`src/hw/rtl/lrufr_pkg.sv`:
```
// Shared types and constants for the LRU frame replacement unit.
package lrufr_pkg;

    localparam int FRAME_W        = 6;
    localparam int FRAME_DEPTH    = 1 << FRAME_W;
    localparam int TDATA_W        = 8;
    localparam int DEFAULT_FRAMES = 64;

    typedef logic [FRAME_W-1:0] frame_t;

    typedef enum logic {
        OP_REFERENCE = 1'b0,
        OP_EVICT     = 1'b1
    } op_t;

endpackage

```
`src/hw/rtl/lrufr_ram.sv`:
```
// Generic single-write, single-read synchronous RAM with a registered read port.
module lrufr_ram #(
    parameter int WIDTH = 6,
    parameter int DEPTH = 64
) (
    input  logic                     clk,
    input  logic                     we,
    input  logic [$clog2(DEPTH)-1:0] waddr,
    input  logic [WIDTH-1:0]         wdata,
    input  logic                     re,
    input  logic [$clog2(DEPTH)-1:0] raddr,
    output logic [WIDTH-1:0]         rdata
);

    logic [WIDTH-1:0] mem_reg [DEPTH];
    logic [WIDTH-1:0] rdata_reg;

    always_ff @(posedge clk)
    begin
        if (we)
        begin
            mem_reg[waddr] <= wdata;
        end
        if (re)
        begin
            rdata_reg <= mem_reg[raddr];
        end
    end

    assign rdata = rdata_reg;

endmodule

```
`src/hw/rtl/lru_frame_replacement_unit.sv`:
```
// LRU frame replacement unit: doubly linked recency list kept in two pointer RAMs.
// A reference to an absent frame, or to the most recent one, completes in ST_IDLE;
// a reference to any other listed frame goes on through ST_REF_RD and ST_REF_APPEND
// (pointer read, unlink, append). An evict reads the next pointer, then waits in
// ST_EVICT_RD until the output is free and registers its result there.
// Reset (rst_n low, asynchronous) empties the list at once; the RAMs need no clearing.
module lru_frame_replacement_unit #(
    parameter int FRAMES = lrufr_pkg::DEFAULT_FRAMES
) (
    input  logic                         clk,
    input  logic                         rst_n,
    input  logic                         s_tvalid,
    output logic                         s_tready,
    input  logic [lrufr_pkg::TDATA_W-1:0] s_tdata,  // [5:0] frame_number, [7:6] zero
    input  logic                         s_tuser,   // [0] opcode
    output logic                         m_tvalid,
    input  logic                         m_tready,
    output logic [lrufr_pkg::TDATA_W-1:0] m_tdata,  // [5:0] victim_frame, [7:6] zero
    output logic                         m_tuser    // [0] was_empty
);

    import lrufr_pkg::*;

    localparam int CW = $clog2(FRAMES + 1);

    typedef enum logic [1:0] {
        ST_IDLE,
        ST_EVICT_RD,
        ST_REF_RD,
        ST_REF_APPEND
    } state_t;

    state_t                  state_reg;
    frame_t                  head_reg;
    frame_t                  tail_reg;
    frame_t                  cur_reg;
    logic [CW-1:0]           count_reg;
    logic [FRAME_DEPTH-1:0]  present_reg;
    logic                    m_tvalid_reg;
    frame_t                  victim_reg;
    logic                    empty_reg;

    logic   in_fire;
    op_t    in_op;
    frame_t in_frame;
    logic   hit;
    logic   full;
    logic   out_free;

    logic   nx_we, nx_re, pv_we, pv_re;
    frame_t nx_waddr, nx_wdata, nx_raddr, nx_rdata;
    frame_t pv_waddr, pv_wdata, pv_raddr, pv_rdata;

    assign s_tready = (state_reg == ST_IDLE);
    assign in_fire  = s_tvalid && s_tready;
    assign in_op    = op_t'(s_tuser);
    assign in_frame = s_tdata[FRAME_W-1:0];
    assign hit      = present_reg[in_frame];
    assign full     = (count_reg == CW'(FRAMES));
    assign out_free = !m_tvalid_reg || m_tready;

    assign m_tvalid = m_tvalid_reg;
    assign m_tdata  = {{(TDATA_W-FRAME_W){1'b0}}, victim_reg};
    assign m_tuser  = empty_reg;

    // Pointer RAM control. Reads and writes never share a cycle, so a read
    // always sees every earlier write without forwarding.
    always_comb
    begin
        nx_we    = 1'b0;
        nx_waddr = tail_reg;
        nx_wdata = in_frame;
        nx_re    = 1'b0;
        nx_raddr = in_frame;
        pv_we    = 1'b0;
        pv_waddr = in_frame;
        pv_wdata = tail_reg;
        pv_re    = 1'b0;
        pv_raddr = in_frame;
        case (state_reg)
            ST_IDLE:
            begin
                if (in_fire)
                begin
                    if (in_op == OP_EVICT)
                    begin
                        nx_re    = 1'b1;
                        nx_raddr = head_reg;
                    end
                    else if (hit)
                    begin
                        nx_re = (in_frame != tail_reg);
                        pv_re = (in_frame != tail_reg);
                    end
                    else if (!full && count_reg != '0)
                    begin
                        nx_we = 1'b1;
                        pv_we = 1'b1;
                    end
                end
            end
            ST_REF_RD:
            begin
                // Unlink: predecessor skips to successor, successor points back.
                nx_we    = (cur_reg != head_reg);
                nx_waddr = pv_rdata;
                nx_wdata = nx_rdata;
                pv_we    = 1'b1;
                pv_waddr = nx_rdata;
                pv_wdata = pv_rdata;
            end
            ST_REF_APPEND:
            begin
                nx_we    = 1'b1;
                nx_waddr = tail_reg;
                nx_wdata = cur_reg;
                pv_we    = 1'b1;
                pv_waddr = cur_reg;
                pv_wdata = tail_reg;
            end
            default:
            begin
            end
        endcase
    end

    lrufr_ram #(
        .WIDTH(FRAME_W),
        .DEPTH(FRAME_DEPTH)
    ) u_next_ram (
        .clk  (clk),
        .we   (nx_we),
        .waddr(nx_waddr),
        .wdata(nx_wdata),
        .re   (nx_re),
        .raddr(nx_raddr),
        .rdata(nx_rdata)
    );

    lrufr_ram #(
        .WIDTH(FRAME_W),
        .DEPTH(FRAME_DEPTH)
    ) u_prev_ram (
        .clk  (clk),
        .we   (pv_we),
        .waddr(pv_waddr),
        .wdata(pv_wdata),
        .re   (pv_re),
        .raddr(pv_raddr),
        .rdata(pv_rdata)
    );

    always_ff @(posedge clk or negedge rst_n)
    begin
        if (!rst_n)
        begin
            state_reg    <= ST_IDLE;
            head_reg     <= '0;
            tail_reg     <= '0;
            cur_reg      <= '0;
            count_reg    <= '0;
            present_reg  <= '0;
            m_tvalid_reg <= 1'b0;
            victim_reg   <= '0;
            empty_reg    <= 1'b0;
        end
        else
        begin
            // While an evict is finishing, its own branch decides the valid flag.
            if (m_tvalid_reg && m_tready && state_reg != ST_EVICT_RD)
            begin
                m_tvalid_reg <= 1'b0;
            end
            case (state_reg)
                ST_IDLE:
                begin
                    if (in_fire)
                    begin
                        if (in_op == OP_EVICT)
                        begin
                            state_reg <= ST_EVICT_RD;
                        end
                        else if (hit)
                        begin
                            // Already the most recent frame: nothing moves.
                            if (in_frame != tail_reg)
                            begin
                                cur_reg   <= in_frame;
                                state_reg <= ST_REF_RD;
                            end
                        end
                        else if (!full)
                        begin
                            present_reg[in_frame] <= 1'b1;
                            count_reg             <= count_reg + 1'b1;
                            tail_reg              <= in_frame;
                            if (count_reg == '0)
                            begin
                                head_reg <= in_frame;
                            end
                        end
                    end
                end
                ST_EVICT_RD:
                begin
                    if (out_free)
                    begin
                        m_tvalid_reg <= 1'b1;
                        state_reg    <= ST_IDLE;
                        if (count_reg == '0)
                        begin
                            victim_reg <= '0;
                            empty_reg  <= 1'b1;
                        end
                        else
                        begin
                            victim_reg            <= head_reg;
                            empty_reg             <= 1'b0;
                            present_reg[head_reg] <= 1'b0;
                            count_reg             <= count_reg - 1'b1;
                            head_reg              <= nx_rdata;
                        end
                    end
                end
                ST_REF_RD:
                begin
                    if (cur_reg == head_reg)
                    begin
                        head_reg <= nx_rdata;
                    end
                    state_reg <= ST_REF_APPEND;
                end
                ST_REF_APPEND:
                begin
                    tail_reg  <= cur_reg;
                    state_reg <= ST_IDLE;
                end
                default:
                begin
                    state_reg <= ST_IDLE;
                end
            endcase
        end
    end

`ifndef SYNTHESIS
    a_count_matches_present: assert property (@(posedge clk) disable iff (!rst_n)
        $countones(present_reg) == int'(count_reg))
        else $error("entry count disagrees with presence bits");

    a_count_bounded: assert property (@(posedge clk) disable iff (!rst_n)
        int'(count_reg) <= FRAMES)
        else $error("entry count exceeds capacity");

    a_ends_present: assert property (@(posedge clk) disable iff (!rst_n)
        count_reg != '0 |-> present_reg[head_reg] && present_reg[tail_reg])
        else $error("list head or tail is not a listed frame");

    a_empty_victim_zero: assert property (@(posedge clk) disable iff (!rst_n)
        m_tvalid && m_tuser |-> m_tdata == '0)
        else $error("empty evict returned a nonzero frame");

    a_single_entry: assert property (@(posedge clk) disable iff (!rst_n)
        count_reg == CW'(1) && state_reg == ST_IDLE |-> head_reg == tail_reg)
        else $error("single-entry list has distinct head and tail");
`endif

endmodule
```
`config.mk`:
```
export PLATFORM = sky130hd
export DESIGN_NAME = lru_frame_replacement_unit
export DESIGN_NICKNAME = d
export VERILOG_FILES = /design/src/hw/rtl/lrufr_pkg.sv /design/src/hw/rtl/lrufr_ram.sv /design/src/hw/rtl/lru_frame_replacement_unit.sv
export SDC_FILE = /design/constraint.sdc
export NUM_CORES = 1
export LEC_CHECK = 0
export CORE_ASPECT_RATIO = 1.5
export CORE_MARGIN = 1.5
export CORE_UTILIZATION = 41
export CTS_BUF_LIST = sky130_fd_sc_hd__clkbuf_8 sky130_fd_sc_hd__clkbuf_16
export DETAILED_ROUTE_END_ITERATION = 6
export DONT_BUFFER_PORTS = 1
export GPL_TIMING_DRIVEN = 0
export PLACE_DENSITY_LB_ADDON = 0.08
export SLEW_MARGIN = 20
export SYNTH_ARGS = -nofsm -noshare
export SYNTH_HDL_FRONTEND = slang
export SYNTH_HIERARCHICAL = 1
export SYNTH_SLANG_ARGS = --single-unit
```
`constraint.sdc`:
```
create_clock -name clk -period 4.9 [get_ports clk]
set_input_delay 0.49 -clock clk [delete_from_list [all_inputs] [get_ports clk]]
set_output_delay 0.49 -clock clk [all_outputs]
set_load 0.02 [all_outputs]
```
# --- Yosys cells after proc, flatten, opt, wreduce, memory -nomap -nowiden ---
# Memory sizes are Yosys's and may differ from the RTL's. A register that Yosys moved wholly into a read port is not among the register bits.
# Cells that the tools add are included.
totals:
  regBits: 99
  mem_bits_rw: 768
  in_bits: 13
  out_inout_bits: 11
  word_cells: 128
  mem_count: 2
memory_table:
  columns: ["memory", "depth", "width", "read_ports", "rd_ports_with_merged_regs", "write_ports", "line_no", "rtl"]
  rows:
  - ["u_next_ram.mem_reg", 64, 6, 1, 1, 1, "lrufr_ram.sv:15", "logic [WIDTH-1:0] mem_reg [DEPTH];"]
  - ["u_prev_ram.mem_reg", 64, 6, 1, 1, 1, "lrufr_ram.sv:15", null]
classes:
  addsub: 2
  magnitude_cmp: 4
  eq_ne: 18
  mux: 67
  bitwise_logic: 4
  n_reduce_logical: 22
ops:
  columns: ["op", "count"]
  rows:
  - ["2-to-1 mux 64 bit", 6]
  - ["one-hot mux 64 bit (2 select lines)", 1]
  - ["2-to-1 mux 6 bit", 17]
  - ["bitwise AND 64 bit", 1]
  - ["NOT 64 bit", 1]
  - ["bitwise OR 64 bit", 1]
  - ["2-to-1 mux 7 bit", 6]
  - ["one-hot mux 6 bit (2 select lines)", 2]
  - ["2-to-1 mux 1 bit", 22]
  - ["one-hot mux 6 bit (3 select lines)", 1]
  - ["less-than comparator 6 x 7 -> 1 bit, second input constant", 2]
  - ["one-hot mux 7 bit (2 select lines)", 1]
  - ["demux 1 bit (select 6 bit)", 2]
  - ["greater-or-equal comparator 6 x 1 -> 1 bit, second input constant", 2]
  - ["inequality test 2 bit, second input constant", 6]
  - ["inequality test 6 bit", 2]
  - ["2-to-1 mux 2 bit", 5]
  - ["AND reduction 5 bit", 2]
  - ["AND reduction 9 bit", 1]
  - ["one-hot mux 2 bit (4 select lines)", 1]
  - ["adder 7 x 1 -> 7 bit, second input constant", 1]
  - ["== test 7 bit, second input constant", 1]
  - ["zero test 7 bit", 1]
  - ["AND reduction 7 bit", 1]
  - ["20 further kinds", 31]

# --- Logic depth before layout (Yosys ltp) ---
# Gate-level depths: netlist (run 1).
depth:
  word_depth: 10
  mapped_depth: 13
  depth_no_buf: 11

# --- By module ---
# The synthesis (run 1) kept the hierarchy.
by_module_without_submodules:
  columns: ["module", "n_inst", "cells_each", "area_per_inst_um2", "seq_area_each_um2"]
  rows:
  - ["lrufr_ram (u_prev_ram)", 1, 720, 15285.9, 11711.2]
  - ["lrufr_ram (u_next_ram)", 1, 722, 15245.9, 11711.2]
  - ["lru_frame_replacement_unit", 1, 660, 6130.9, 2477.4]

# --- Least setup slack after synthesis (run 1) ---
# No wires, ideal clock.
synth_path:
  path_kind: "register -> register"
  from: "register state_reg[0]"
  to: "memory u_prev_ram.mem_reg[33][0] (enable)"
  arrival_ps: 3381
  slack_ps: 1167
  stages_incl_launch_ff: 11
  path_buffers: 4
  period_less_slack_ps: 3733
  cell_sequence: "dfrtp_1 -> ha_1 -> clkbuf_1 -> clkbuf_1 -> nor2_1 -> nand2_1 -> nand2_1 -> clkbuf_1 -> or3b_2 -> clkbuf_1 -> nor2_1"
synth_via:
  word_cells_on_any_way: 10
  classes_between: "2 x eq/ne; 5 x mux; 3 x reduce/logical"
synth_lines:
  columns: ["element", "line_no", "rtl"]
  rows:
  - ["start, declared", "lru_frame_replacement_unit.sv:33", "state_t state_reg;"]
  - ["start signal, assigned", "lru_frame_replacement_unit.sv:157", "state_reg <= ST_IDLE;"]
  - ["start signal, assigned", "lru_frame_replacement_unit.sv:181", "state_reg <= ST_EVICT_RD;"]
  - ["start signal, assigned", "lru_frame_replacement_unit.sv:189", "state_reg <= ST_REF_RD;"]
  - ["== test 2 bit", null, null]
  - ["one-hot mux 6 bit (2 select lines) *", null, null]
  - ["named net nx_wdata[5]", "lru_frame_replacement_unit.sv:51", "frame_t nx_waddr, nx_wdata, nx_raddr, nx_rdata;"]
  - ["end, declared", "lrufr_ram.sv:15", null]
# Mark *: on every way through the listed nets, which the timed path passes. The rest lies on a longest branch.

# --- Worst setup path after layout (run 1) ---
layout_path:
  from: "register state_reg[0]"
  to: "memory u_prev_ram.mem_reg[36][4] (enable)"
# The elaborated chain is that of the path after synthesis.

==> run_results.csv, run 1 <==
group,metric,value,unit
floorplanning,die_width,247.2,um
routing,firstDrtPassIters,7,
synthesis,netlist_instances,2102,
setup_path,worst-setup-path-type,"reg -> reg",
setup_path,cpMostUsedCell,"clkbuf_1",
hold_path,worstHoldStart,"m_tready",
power_and_ir_drop,cellPowerDensity,544.6,nW/um^2
final_layout,fin_util,0.4624,
setup_path,crit_path_max_incr_delay,0.59,ns
sta,fin_skew,0.02688,ns
global_routing,use_met3,0.02974,
clock_network,cts.htree.levels,3,
sta,finalSetupTns,0,ns
global_routing,grt_use_met2,0.3952,
setup_path,start_kind,"flop",
setup_path,cp-end-kind,"flop",
synthesis,netlist.area_leader.share,0.6389,
floorplanning,start_util,0.4126,
routing,dr_total_vias,19920,
job,cap_violations,0,
synthesis,yosysMostFrequentCell,"edfxtp_1",
synthesis,ys_async_sr_fraction,0.1126,
synthesis,ys_ff_latch,879,
synthesis,synth_ff_type,"edfxtp_1",
power_and_ir_drop,comb_power_share,0.252,
run_status,status,"complete, no violations",
synthesis,yosysSeqAreaShare,0.7064,
global_routing,grt.busiest_layer,"met2",
power_and_ir_drop,total_power,22.38,mW
sta,hold_violations,0,
global_routing,grt_pass1_vias,20690,
setup_path,path_buf_inv,5,
synthesis,netlist-cell-type-count,80,
routing,via_per_inst,5.819,
sta,min_period,4.699,ns
sta,worst_pin_slew,1.059,ns
power_and_ir_drop,power.internal,15.09,mW
clock_network,clk_latency,0.69,ns
floorplanning,die_h,369.2,um
clock_network,cts_made_buffers,85,
routing,ant_nets,0,
sta,finalCritPeriodShare,0.9590,
final_layout,fin_area,41090,um^2
power_and_ir_drop,pwr-share-seq,0.467,
setup_path,required,5.22,ns
synthesis,synth.area.top_cells,"edfxtp_1 64%, mux4_2 12%, dfrtp_1 6.8%",
synthesis,synthTopCellsByCount,"780 x edfxtp_1, 192 x mux4_2, 158 x nor2_1, 99 x dfrtp_1, 86 x nand2_1",
setup_path,crit_fanout,65,
power_and_ir_drop,clock_power_share,0.281,
synthesis,synth-edff-count,780,
synthesis,yosys.area.top_type,"edfxtp_1",
global_routing,grtUsageTotal,0.2185,
setup_path,critPathSlowestCell,"clkbuf_1",
sta,grt_setup_unrepaired,"yes",
synthesis,synth_top_family_by_area,"multiplexers",
floorplanning,rows,134,
clock_network,clockBufferDepth,3,
synthesis,synth-simple-area-share,0.06068,
global_routing,antenna_found_initial,1,
global_routing,grt_pass1_wl,142500,um
synthesis,synth_xor_area_frac,0.004061,
sta,slew_headroom,0.2883,
final_layout,drive_above_1_share,0.2082,
placement,place_hpwl,65640,um
routing,drt_iter0_drc,1754,
placement,place_congestion,0.8867,
final_layout,insertedDiodeCount,0,
clock_network,clkTransAtPathRegs,0.06,ns
global_routing,met1_usage,0.2601,
routing,totalWireLength,98280,um
final_layout,fin_nets,2220,
floorplanning,die_area,91260,um^2
clock_network,cts_tree,"yes",
clock_network,cts-root-buf,"clkbuf_16",
power_and_ir_drop,netSwitchingFraction,0.3256,
placement,dpl_worst_slack,-0.1989,ns
synthesis,synth_mux_area_frac,0.1543,
power_and_ir_drop,leakagePower,13.34,nW
sta,setup_viol,0,
synthesis,yosysWarnings,6,
floorplanning,io_pins,24,
setup_path,crit_chain,"inv_1 -> ha_1 -> clkbuf_1 -> clkbuf_1 -> a22oi_1 -> nand2_8 -> clkbuf_1 -> or3b_2 -> clkbuf_1 -> nor2_1",
setup_path,critPathArrivalTime,5.01,ns
synthesis,synth_fa_ha_area_frac,0.003618,
routing,wl_per_cell,28.71,um
global_routing,grt_max_degree,100,
synthesis,synth_compound_area_frac,0.04809,
clock_network,clock_sinks,879,
final_layout,area_delta_synth_final,12.07,%
setup_path,worstReg2RegStart,"state_reg[0]",
sta,final-max-slew-violation-count,0,
power_and_ir_drop,p_sw,7.285,mW
setup_path,crit_start,"state_reg[0]",
hold_path,hp-class,"in -> reg",
sta,finalWorstSetupSlack,0.2011,ns
sta,max_freq,212.8,MHz
setup_path,cpLargestDelayFamily,"buffers and inverters",
synthesis,syn_avg_cell_area,17.44,um^2
synthesis,netlist_area,36660,um^2
routing,drc,0,
power_and_ir_drop,max-vdd-ir-drop,0.3527,mV
placement,portBuffers,0,
placement,placed_area,38260,um^2
global_routing,grt.overflow.total,0,
floorplanning,core_area,88860,um^2
==> placed cells by master (no fill, tap or decap), types with 34 or more instances in the layout <==
| cell | count |
|---|---|
| inv_1 | 43 |
| mux2_2 | 35 |
| a21oi_1 | 76 |
| edfxtp_1 | 780 |
| mux2i_1 | 70 |
| nor2_1 | 138 |
| nand2_1 | 80 |
| clkbuf_16 | 86 |
| buf_2 | 34 |
| mux4_2 | 192 |
| nand3_1 | 40 |
| nor3_1 | 38 |
| dfrtp_1 | 99 |
| clkbuf_1 | 65 |
| o21ai_0 | 58 |
==> final timing paths <==
check / cells after the start / slack, ns / end
worst max-delay path: 10 / 0.20 / u_prev_ram/mem_reg[36][4]
max in group asynchronous: 2 / 4.07 / present_reg[40]
worst min register to register: 1 / 0.49 / present_reg[41]
worst max register to register: 10 / 0.20 / u_prev_ram/mem_reg[36][4]
worst min-delay path: 2 / 0.07 / m_tvalid
min in group asynchronous: 2 / 0.41 / victim_reg[0]
==> cells by family after synthesis <==
family	after synthesis
DFF	879
AOI/OAI and AO/OA	276
and+or+nand+nor	452
buffers and inverters	157
muxes	310
other	1
xor gates and xnor gates	17
adders and majority gates	10
==> power groups by stage <==
stage	Sequential, mW	Clock [mW]	Combinational, mW
after floorplan	10.5	0	3.39
after global placement	10.7	0	5.30
after detailed placement	10.6	0	5.61
after CTS	10.4	6.46	5.65
after global routing	10.5	6.70	6.10
final	10.4	6.29	5.64
==> what timing repair did <==
action / in CTS / in global routing
setup buffers: 0 / 2
hold buffers: 3 / 0
endpoints found under the setup margin: 15 / 237
resized for setup: 2 / 35
endpoints found under the hold margin: 100 / 0
==> metal layers <==
metal / vias to the layer above / wire length [um] / part of all wire
li1: 8625 / - / -
met5: - / 0 / 0
met4: 0 / 3692 / 0.038
met3: 177 / 4627 / 0.047
met1: 10470 / 37100 / 0.38
met2: 644 / 52860 / 0.54
==> layout make-up <==
| type | instances | area, um^2 |
|---|---|---|
| plain buffers | 140 | 775.7 |
| clock buffers | 88 | 2180 |
| repair buffers | 8 | 137.6 |
| clock inverters | 69 | 476.7 |
| well taps | 1156 | 1446 |
| fillers | 7726 | 47770 |
| multi-input cells | 1067 | 10110 |
| flip-flops and latches | 879 | 25900 |
| inverters | 16 | 60.06 |
==> through the flow <==
stage / hold slack (ns) / instances
2_1_floorplan: 0.1944 / 2103
4_1_cts: 0.02843 / 3421
5_1_grt: 0.06288 / 3423
3_3_place_gp: 0.1969 / 3259
6_report: 0.07272 / 3423
3_5_place_dp: 0.1965 / 3262
Note: power is estimated with default switching activity, not from simulation.
==> run 2: changes to the inputs <==
--- a/config.mk
+++ b/config.mk
@@ -13,6 +13,7 @@
 export DONT_BUFFER_PORTS = 1
 export GPL_TIMING_DRIVEN = 0
 export PLACE_DENSITY_LB_ADDON = 0.08
+export SETUP_SLACK_MARGIN = 0.3
 export SLEW_MARGIN = 20
 export SYNTH_ARGS = -nofsm -noshare
 export SYNTH_HDL_FRONTEND = slang
==> run_results.csv, run 2 (same netlist as run 1, synthesis figures left out) <==
group,metric,value,unit
floorplanning,die_width,247.2,um
floorplanning,io_pins,24,
setup_path,required,5.22,ns
final_layout,drive_above_1_share,0.2154,
final_layout,layout_common_cells,"780 x edfxtp_1, 192 x mux4_2, 127 x nor2_1",
floorplanning,rows,134,
final_layout,fin_area,41110,um^2
sta,grt_setup_unrepaired,"yes",
final_layout,final_common_cell,"edfxtp_1",
routing,drc,0,
global_routing,grt_pass1_vias,20680,
hold_path,hp-class,"in -> reg",
floorplanning,die_area,91260,um^2
final_layout,fin_nets,2219,
sta,finalSetupTns,0,ns
power_and_ir_drop,max-vdd-ir-drop,0.3477,mV
routing,totalWireLength,98190,um
routing,dr_total_vias,19930,
routing,drt_iter0_drc,1817,
floorplanning,core_area,88860,um^2
global_routing,grt.overflow.total,0,
clock_network,cts_made_buffers,85,
global_routing,grt_pass1_wl,142500,um
placement,place_congestion,0.8867,
hold_path,worstHoldStart,"m_tready",
sta,hold_violations,0,
global_routing,antenna_found_initial,1,
final_layout,finalNonFillerCells,3422,
hold_path,holdPathStages,2,
final_layout,fin_util,0.4626,
setup_path,worst-setup-path-type,"reg -> reg",
setup_path,crit_fanout,37,
clock_network,clk_latency,0.69,ns
power_and_ir_drop,leakagePower,13.34,nW
setup_path,cp-end-kind,"flop",
floorplanning,die_h,369.2,um
routing,wl_per_cell,28.69,um
hold_path,hold_end,"m_tvalid",
placement,place_hpwl,65640,um
setup_path,ff2ff_path_depth,10,
global_routing,grtUsageTotal,0.2185,
job,cap_violations,0,
sta,setup_viol,0,
setup_path,ff2ff_setup_slack,0.42,ns
sta,finalCritPeriodShare,0.9137,
sta,min_period,4.477,ns
setup_path,worstReg2RegStart,"state_reg[0]",
routing,ant_nets,0,
clock_network,cts_tree,"yes",
sta,final-max-slew-violation-count,0,
routing,firstDrtPassIters,6,
power_and_ir_drop,cellPowerDensity,544.8,nW/um^2
setup_path,rr_endpoint,"u_prev_ram/mem_reg[43][5]",
clock_network,cts-root-buf,"clkbuf_16",
power_and_ir_drop,total_power,22.40,mW
final_layout,insertedDiodeCount,0,
global_routing,grt_max_degree,100,
clock_network,clockBufferDepth,3,
routing,via_per_inst,5.825,
sta,slew_headroom,0.2826,
floorplanning,start_util,0.4126,
placement,portBuffers,0,
setup_path,critPathArrivalTime,4.79,ns
placement,dp.cells,3262,
sta,max_freq,223.3,MHz
placement,placed_area,38260,um^2
sta,worst_pin_slew,1.068,ns
run_status,status,"complete, no violations",
clock_network,clock_sinks,879,
clock_network,cts.htree.levels,3,
setup_path,start_kind,"flop",
final_layout,area_delta_synth_final,12.13,%
clock_network,clkTransAtPathRegs,0.06,ns
sta,fin_skew,0.02905,ns
## run 2: cell types whose count changed in the layout (fill, tap and decap cells not counted), sizes merged
cell  before  now
buf       75   74
## run 2: worst max-delay path, stage by stage, from the launching register on
cell and delay [ns]:
dfrtp_1 0.41, ha_1 0.20, clkbuf_1 0.22, clkbuf_1 0.29
nor2_1 0.41, nand2_1 0.12, nand2_2 0.46, buf_12 0.26
clkbuf_1 0.55, nand3b_1 0.50, nor2_1 0.63
## run 2: layout make-up
class / instances / area, um^2
Buffer: 140 / 780.7
Clock buffer: 88 / 2180
Clock inverter: 69 / 476.7
Fill cell: 7724 / 47750
Inverter: 16 / 60.06
Multi-Input combinational cell: 1067 / 10140
Sequential cell: 879 / 25900
Tap cell: 1156 / 1446
Timing Repair Buffer: 7 / 130.1
## run 2: how the worst max path moves through the flow
stage | slack [ns] | from | depth (start not counted) | to
after floorplan | 1.17 | state_reg[0] | 10 | u_prev_ram/mem_reg[33][0]
after global placement | -0.88 | state_reg[0] | 8 | u_prev_ram/mem_reg[35][2]
after detailed placement | -0.20 | state_reg[0] | 12 | u_next_ram/rdata[5]
after CTS | 0.21 | state_reg[0] | 10 | u_prev_ram/mem_reg[48][2]
after global routing | 0.16 | state_reg[0] | 10 | u_prev_ram/mem_reg[5][3]
final | 0.42 | state_reg[0] | 10 | u_prev_ram/mem_reg[43][5]
## run 2: per-layer routing
| metal | vias to the layer above | share of wire | global-route usage |
|---|---|---|---|
| met3 | 166 | 0.046 | 0.02974 |
| met1 | 10510 | 0.38 | 0.2599 |
| met2 | 628 | 0.54 | 0.3952 |
| met5 | - | 0 | 0 |
| met4 | 0 | 0.034 | 0.08783 |
| li1 | 8625 | - | - |
## run 2: timing repair
action / 4_1_cts / 5_1_grt
endpoints found under the hold margin: 100 / 0
setup buffers: 1 / 0
hold buffers: 3 / 0
gates cloned: 0 / 0
setup endpoints to repair: 231 / 277
pin swaps: 0 / 0
gates resized for setup: 25 / 22
## run 2: stage by stage
step                setup slack [ns]  hold slack [ns]
global placement             -0.8805           0.1969
finish                        0.4227          0.07332
floorplan                      1.167           0.1944
detailed placement           -0.1989           0.1965
global route                  0.1593          0.06288
CTS                           0.2098          0.02843
## run 2: power by group
group	internal, mW	switching [mW]	total, mW
sequential	10.1	0.359	10.4
combinational	1.57	4.09	5.66
clock	3.45	2.85	6.30
